File: src/sv/normalized_sad_template_match_3d_assert.svh
// assertion macros for the normalized sad template matcher
// clocked on aclk, disabled while aresetn is low; empty when SYNTHESIS is set
`ifndef NORMALIZED_SAD_TEMPLATE_MATCH_3D_ASSERT_SVH
`define NORMALIZED_SAD_TEMPLATE_MATCH_3D_ASSERT_SVH
`ifndef SYNTHESIS
`define NSAD_ASSERT_IMPL(lbl, ante, cons) \
    lbl: assert property (@(posedge aclk) disable iff (!aresetn) (ante) |-> (cons)) \
        else $error("nsad assertion failed");
`define NSAD_ASSERT_NEXT(lbl, ante, cons) \
    lbl: assert property (@(posedge aclk) disable iff (!aresetn) (ante) |=> (cons)) \
        else $error("nsad assertion failed");
`else
`define NSAD_ASSERT_IMPL(lbl, ante, cons)
`define NSAD_ASSERT_NEXT(lbl, ante, cons)
`endif
`endif

File: src/sv/nsad_pkg.sv
// shared constants, types and port widths of the normalized sad template matcher
// no dependencies; used by nsad_div and normalized_sad_template_match_3d
`default_nettype none

package nsad_pkg;

    // store dimensions and sample width
    localparam int TEMPLATE_DIM = 8;
    localparam int VOLUME_DIM   = 32;
    localparam int SAMPLE_BITS  = 16;

    // fixed field widths
    localparam int POS_W     = 5;
    localparam int RAW_W     = 16;
    localparam int KIND_W    = 2;
    localparam int FRAC_BITS = 16;
    localparam int SCORE_W   = FRAC_BITS + 1;

    // configuration register widths
    localparam int CFG_BG_W = 16;
    localparam int CFG_T_W  = 4;
    localparam int CFG_V_W  = 6;
    localparam logic [CFG_T_W-1:0] CFG_T_RESET = CFG_T_W'(8);
    localparam logic [CFG_V_W-1:0] CFG_V_RESET = CFG_V_W'(32);

    // store sizes and address widths
    localparam int TSIZE = TEMPLATE_DIM * TEMPLATE_DIM * TEMPLATE_DIM;
    localparam int VSIZE = VOLUME_DIM * VOLUME_DIM * VOLUME_DIM;
    localparam int TA_W  = (TSIZE > 1) ? $clog2(TSIZE) : 1;
    localparam int VA_W  = (VSIZE > 1) ? $clog2(VSIZE) : 1;
    localparam int MA_W  = (TA_W > VA_W) ? TA_W : VA_W;
    localparam int TI_W  = (TEMPLATE_DIM > 1) ? $clog2(TEMPLATE_DIM) : 1;
    localparam int TE_W  = $clog2(TEMPLATE_DIM + 1);
    localparam int VE_W  = $clog2(VOLUME_DIM + 1);

    // address steps of the box walk
    localparam logic [TA_W-1:0] T_ROW_STEP  = TA_W'(TEMPLATE_DIM);
    localparam logic [TA_W-1:0] T_SLAB_STEP = TA_W'(TEMPLATE_DIM * TEMPLATE_DIM);
    localparam logic [VA_W-1:0] V_ROW_STEP  = VA_W'(VOLUME_DIM);
    localparam logic [VA_W-1:0] V_SLAB_STEP = VA_W'(VOLUME_DIM * VOLUME_DIM);

    // accumulator widths: diff sum never exceeds the total sum
    localparam int DSUM_W = SAMPLE_BITS + TA_W;
    localparam int TSUM_W = DSUM_W + 1;

    // level difference saturation
    localparam int LD_W = (RAW_W > SAMPLE_BITS) ? RAW_W : SAMPLE_BITS;
    localparam logic [LD_W-1:0]        SAMPLE_MAX_LD = LD_W'((64'd1 << SAMPLE_BITS) - 64'd1);
    localparam logic [SAMPLE_BITS-1:0] SAMPLE_MAX    = '1;

    // divider
    localparam int CNT_W = $clog2(SCORE_W + 1);
    localparam logic [SCORE_W-1:0] ONE_FIX = SCORE_W'(1 << FRAC_BITS);

    // stream and register port widths
    localparam int IN_TDATA_W  = ((3 * POS_W + RAW_W + 7) / 8) * 8;
    localparam int OUT_TDATA_W = ((SCORE_W + 7) / 8) * 8;
    localparam int OUT_TUSER_W = 2;
    localparam int APB_AW      = 5;
    localparam int APB_DW      = 32;

    // register indexes (word address)
    localparam logic [2:0] REG_BG  = 3'd0;
    localparam logic [2:0] REG_TD  = 3'd1;
    localparam logic [2:0] REG_TH  = 3'd2;
    localparam logic [2:0] REG_TW  = 3'd3;
    localparam logic [2:0] REG_VD  = 3'd4;
    localparam logic [2:0] REG_VH  = 3'd5;
    localparam logic [2:0] REG_VW  = 3'd6;

    // input word kinds
    typedef enum logic [KIND_W-1:0] {
        KIND_TMPL  = 2'd0,
        KIND_VOL   = 2'd1,
        KIND_SCORE = 2'd2,
        KIND_NONE  = 2'd3
    } kind_t;

    // divider handshake
    typedef struct packed {
        logic              start;
        logic [DSUM_W-1:0] dividend;
        logic [TSUM_W-1:0] divisor;
    } div_req_t;

    typedef struct packed {
        logic               done;
        logic [SCORE_W-1:0] quotient;
    } div_rsp_t;

endpackage

`default_nettype wire

File: src/sv/nsad_div.sv
// radix-2 restoring divider: floor(dividend * 2^FRAC_BITS / divisor), one bit per cycle
// depends on nsad_pkg; expects dividend <= divisor, so the quotient fits SCORE_W bits
`default_nettype none

module nsad_div (
    input  logic               aclk,
    input  logic               aresetn,
    input  nsad_pkg::div_req_t div_req,
    output nsad_pkg::div_rsp_t div_rsp
);
    import nsad_pkg::*;

    logic [TSUM_W:0]    rem_reg;
    logic [TSUM_W:0]    rem_next;
    logic [TSUM_W:0]    rem_sub;
    logic [TSUM_W-1:0]  dvs_reg;
    logic [SCORE_W-1:0] q_reg;
    logic [CNT_W-1:0]   cnt_reg;
    logic               busy_reg;
    logic               done_reg;
    logic               ge;

    // one compare and subtract per step, then shift the remainder
    always_comb begin
        ge       = rem_reg >= {1'b0, dvs_reg};
        rem_sub  = ge ? (rem_reg - {1'b0, dvs_reg}) : rem_reg;
        rem_next = {rem_sub[TSUM_W-1:0], 1'b0};
    end

    // step counter and done pulse
    always_ff @(posedge aclk) begin
        if (!aresetn) begin
            busy_reg <= 1'b0;
            done_reg <= 1'b0;
            cnt_reg  <= '0;
        end else begin
            done_reg <= 1'b0;
            if (div_req.start) begin
                busy_reg <= 1'b1;
                cnt_reg  <= CNT_W'(SCORE_W);
            end else if (busy_reg) begin
                cnt_reg <= cnt_reg - CNT_W'(1);
                if (cnt_reg == CNT_W'(1)) begin
                    busy_reg <= 1'b0;
                    done_reg <= 1'b1;
                end
            end
        end
    end

    // remainder and quotient datapath
    always_ff @(posedge aclk) begin
        if (div_req.start) begin
            rem_reg <= (TSUM_W + 1)'(div_req.dividend);
            dvs_reg <= div_req.divisor;
            q_reg   <= '0;
        end else if (busy_reg) begin
            rem_reg <= rem_next;
            q_reg   <= {q_reg[SCORE_W-2:0], ge};
        end
    end

    assign div_rsp.done     = done_reg;
    assign div_rsp.quotient = q_reg;

endmodule

`default_nettype wire

File: config.mk
export PLATFORM = sky130hd
export DESIGN_NAME = nsad_div
export DESIGN_NICKNAME = d
export VERILOG_FILES = /design/src/sv/normalized_sad_template_match_3d_assert.svh /design/src/sv/nsad_pkg.sv /design/src/sv/nsad_div.sv
export SDC_FILE = /design/constraint.sdc
export NUM_CORES = 1
export LEC_CHECK = 0
export ABC_CLOCK_PERIOD_IN_PS = 3150
export BUFFER_PORTS_ARGS = -buffer_cell sky130_fd_sc_hd__buf_2
export CAP_MARGIN = 20
export CORE_UTILIZATION = 42
export DETAILED_ROUTE_END_ITERATION = 10
export GPL_ROUTABILITY_DRIVEN = 0
export HOLD_SLACK_MARGIN = 0.12
export PLACE_DENSITY = 0.64
export SLEW_MARGIN = 10
export SYNTH_ARGS = -nofsm -noshare
export SYNTH_HDL_FRONTEND = slang
export SYNTH_SLANG_ARGS = --single-unit
export TNS_END_PERCENT = 5
File: constraint.sdc
create_clock -name aclk -period 3.15 [get_ports aclk]
set_clock_uncertainty 0.15 [all_clocks]
set_input_delay 0.63 -clock aclk [delete_from_list [all_inputs] [get_ports aclk]]
set_output_delay 0.63 -clock aclk [all_outputs]
set_load 0.01 [all_outputs]
==> impl_metrics.csv <==
group,metric,value,unit
floorplanning,io_pins,72,
clock_tree,holdBufCountCts,0,
grt,grtUsageTotal,0.197,
placement,dpl.hpwl,7600,um
finish,drive_gt1_frac,0.300,
timing,tightest_slew,675,ps
synthesis,ys_types,65,
synthesis,synth_most_common_cell,"edfxtp_1",
finish,diodes,0,
worst_setup_path,arrival,3020,ps
synthesis,ys_seq_area_frac,0.442,
timing,rsz0062_at_grt,"false",
synthesis,synth_compound_area_frac,0.168,
synthesis,syn_inst,445,
power,leakage,2.45,nW
placement,placed_cells,675,
detailed_routing,final_antenna_net_count,0,
timing,setup_viol,0,
worst_setup_path,critical-path-slowest-cell,"edfxtp_1",
min_path,hold_class,"input port to register",
grt,globalRoute.totalOverflow,0,
synthesis,postSynthNetCount,528,
synthesis,synth_top_cell_by_area,"edfxtp_1",
power,power-per-cell-area,669,nW/um^2
detailed_routing,postRouteWirelength,10600,um
worst_setup_path,cp_num_buf_inv,1,
clock_tree,cts_max_path_buffers,2,
synthesis,ys.flop_type,"edfxtp_1",
detailed_routing,drt_pass1_iterations,5,
worst_setup_path,required,3130,ps
worst_setup_path,crit_family,"compound AO/OA/AOI/OAI gates",
timing,fin_crit,3040,ps
floorplanning,fp-row-count,38,
floorplanning,die_w,107,um
grt,grt_pass1_wl,17400,um
synthesis,synth_warnings,0,
worst_setup_path,crit_chain,"ha_2 -> nor2_1 -> a211oi_2 -> o211a_1 -> a41oi_4 -> o211ai_4 -> a41o_4 -> buf_12 -> mux2_2 -> mux2_2",
clock_tree,cts_tree,"yes",
synthesis,synth-simple-area-share,0.122,
synthesis,postSynth.asyncResetShare,0,
synthesis,synth_common_cells,"edfxtp_1 (51), a21oi_1 (38), inv_1 (34)",
status,outcome,"complete, no violations",
clock_tree,h-tree-depth,3,
synthesis,synth_fa_ha_area_frac,0.0797,
grt,grt_pass1_vias,3664,
floorplanning,dieArea,11500,sq um
detailed_routing,route.detailed.drc,0,
synthesis,muxShareOfSynthArea,0.0902,
worst_setup_path,crit_fanout,8,
synthesis,synthTopCellsByArea,"edfxtp_1 (33%), dfxtp_1 (11%), ha_1 (7.5%), mux2i_1 (4.7%), a21oi_1 (4.1%)",
floorplanning,core,10800,sq um
clock_tree,cts-root-buf,"clkbuf_8",
finish,layout.nets,634,
detailed_routing,drtIter0Drc,186,
timing,maxSlewHeadroom,0.550,
synthesis,synth_top_area_frac,0.330,
synthesis,syn-mean-instance-area,10.4,sq um
detailed_routing,via_count,3726,
grt,antenna_found_initial,0,
timing,max_freq,329,MHz
worst_setup_path,slowest_delay,420,ps
floorplanning,start_util,0.430,
placement,portBuffers,71,
detailed_routing,via_per_inst,5.35,
worst_setup_path,worstSetupPathType,"register to register",
worst_setup_path,worstSetupStartpointType,"register",
clock_tree,cts_sinks,77,
finish,nFillCells,967,
synthesis,synth_top_family_by_area,"compound AO/OA/AOI/OAI gates",
synthesis,synth_area,4640,sq um
clock_tree,cts_inserted_buffers,9,
job,max-cap-violations,0,
clock_tree,path_clk_slew,100,ps
clock_tree,insertion_delay,390,ps
timing,maxSlewViolCount,0,
floorplanning,die_y,107,um
grt,grt_max_degree,48,
worst_setup_path,crit_path_end_kind,"register",
finish,largest_reg_flops,27,
synthesis,synthXorXnorAreaFrac,0.0490,
power,vdd_drop_max,0.310,mV
worst_setup_path,crit_top_cell,"mux2_2",
detailed_routing,wl_per_cell,15.2,um
timing,tns,0,ps
timing,hold_slack,266,ps
synthesis,synth_edf_count,51,
finish,syn_to_final_growth,21.9,%
timing,report.final.hold_viol_count,0,
timing,finalCritPeriodShare,0.964,
synthesis,synth-seq-cells,77,
finish,final_cells,696,
-- metal layers --
layer	up-vias	routed length [um]	global-route usage
met1	1762	4830	0.252
met3	21	557	0.0444
met4	0	239	0.0939
met2	108	4940	0.315
met5	-	0	0
li1	1835	-	-
-- metrics by stage --
step                      total power (W)  utilization  cell area [sq um]  worst slack, ps
after floorplan                   0.00246            -               4640             46.3
after global placement            0.00289        0.496               5350              118
after detailed placement          0.00292        0.496               5350             30.2
after CTS                         0.00370        0.514               5550             20.6
after global routing              0.00403        0.524               5660             1.87
final                             0.00379        0.524               5660              113
-- report_power, final --
group | internal, W | leakage, nW | switching, W | total [W]
clock | 0.000346 | 0.104 | 0.000427 | 0.000773
combinational | 0.000841 | 1.63 | 0.000886 | 0.00173
sequential | 0.00122 | 0.719 | 0.0000619 | 0.00129
-- placed cells by master, fill, tap and decap left out, types with 15 or more instances in the layout --
cell / instances
buf_2: 70
inv_1: 34
nand2_1: 29
edfxtp_1: 51
mux2i_1: 22
a21oi_1: 37
ha_1: 24
buf_4: 39
mux2_2: 15
o21ai_0: 16
dfxtp_1: 26
nor2_1: 32
-- cell type report --
class,instances,area [sq um],share of cell area
clock buffer,10,149,0.0263
sequential,77,2050,0.363
multi-input combinational,318,2420,0.427
timing repair buffer,111,688,0.122
clock inverter,6,51.3,0.00906
tap,140,175,0.0309
inverter,34,128,0.0225
-- worst register-to-register path, cell delays in order, from the launching register on --
cell      delay (ps)
edfxtp_1         420
ha_2             340
nor2_1            50
a211oi_2         230
o211a_1          240
a41oi_4          160
o211ai_4         220
a41o_4           260
buf_12           140
mux2_2           330
mux2_2           260
-- path summary, 6_finish.rpt --
path	depth (start not counted)	slack, ps	from	endpoint
worst max-delay path	10	110	rem_reg[2]	rem_reg[6]
worst min-delay path	1	270	div_req[16]	dvs_reg[16]
worst max register to register	10	110	rem_reg[2]	rem_reg[6]
worst min register to register	2	350	cnt_reg[1]	cnt_reg[1]
-- cell families (layout without fill, tap and decap cells) --
family	count (synthesis)	after routing
muxes	39	39
AOI/OAI and AO/OA	110	110
buffers and inverters	50	161
adders and majority gates	29	29
and+or+nand+nor	114	114
DFF	77	77
xor gates and xnor gates	26	26
-- repair_timing --
action / CTS / global route
buffers inserted: 0 / 4
setup endpoints to repair: 0 / 14
resized for setup: 0 / 13
No activity file was read; power rests on OpenSTA's default activity.
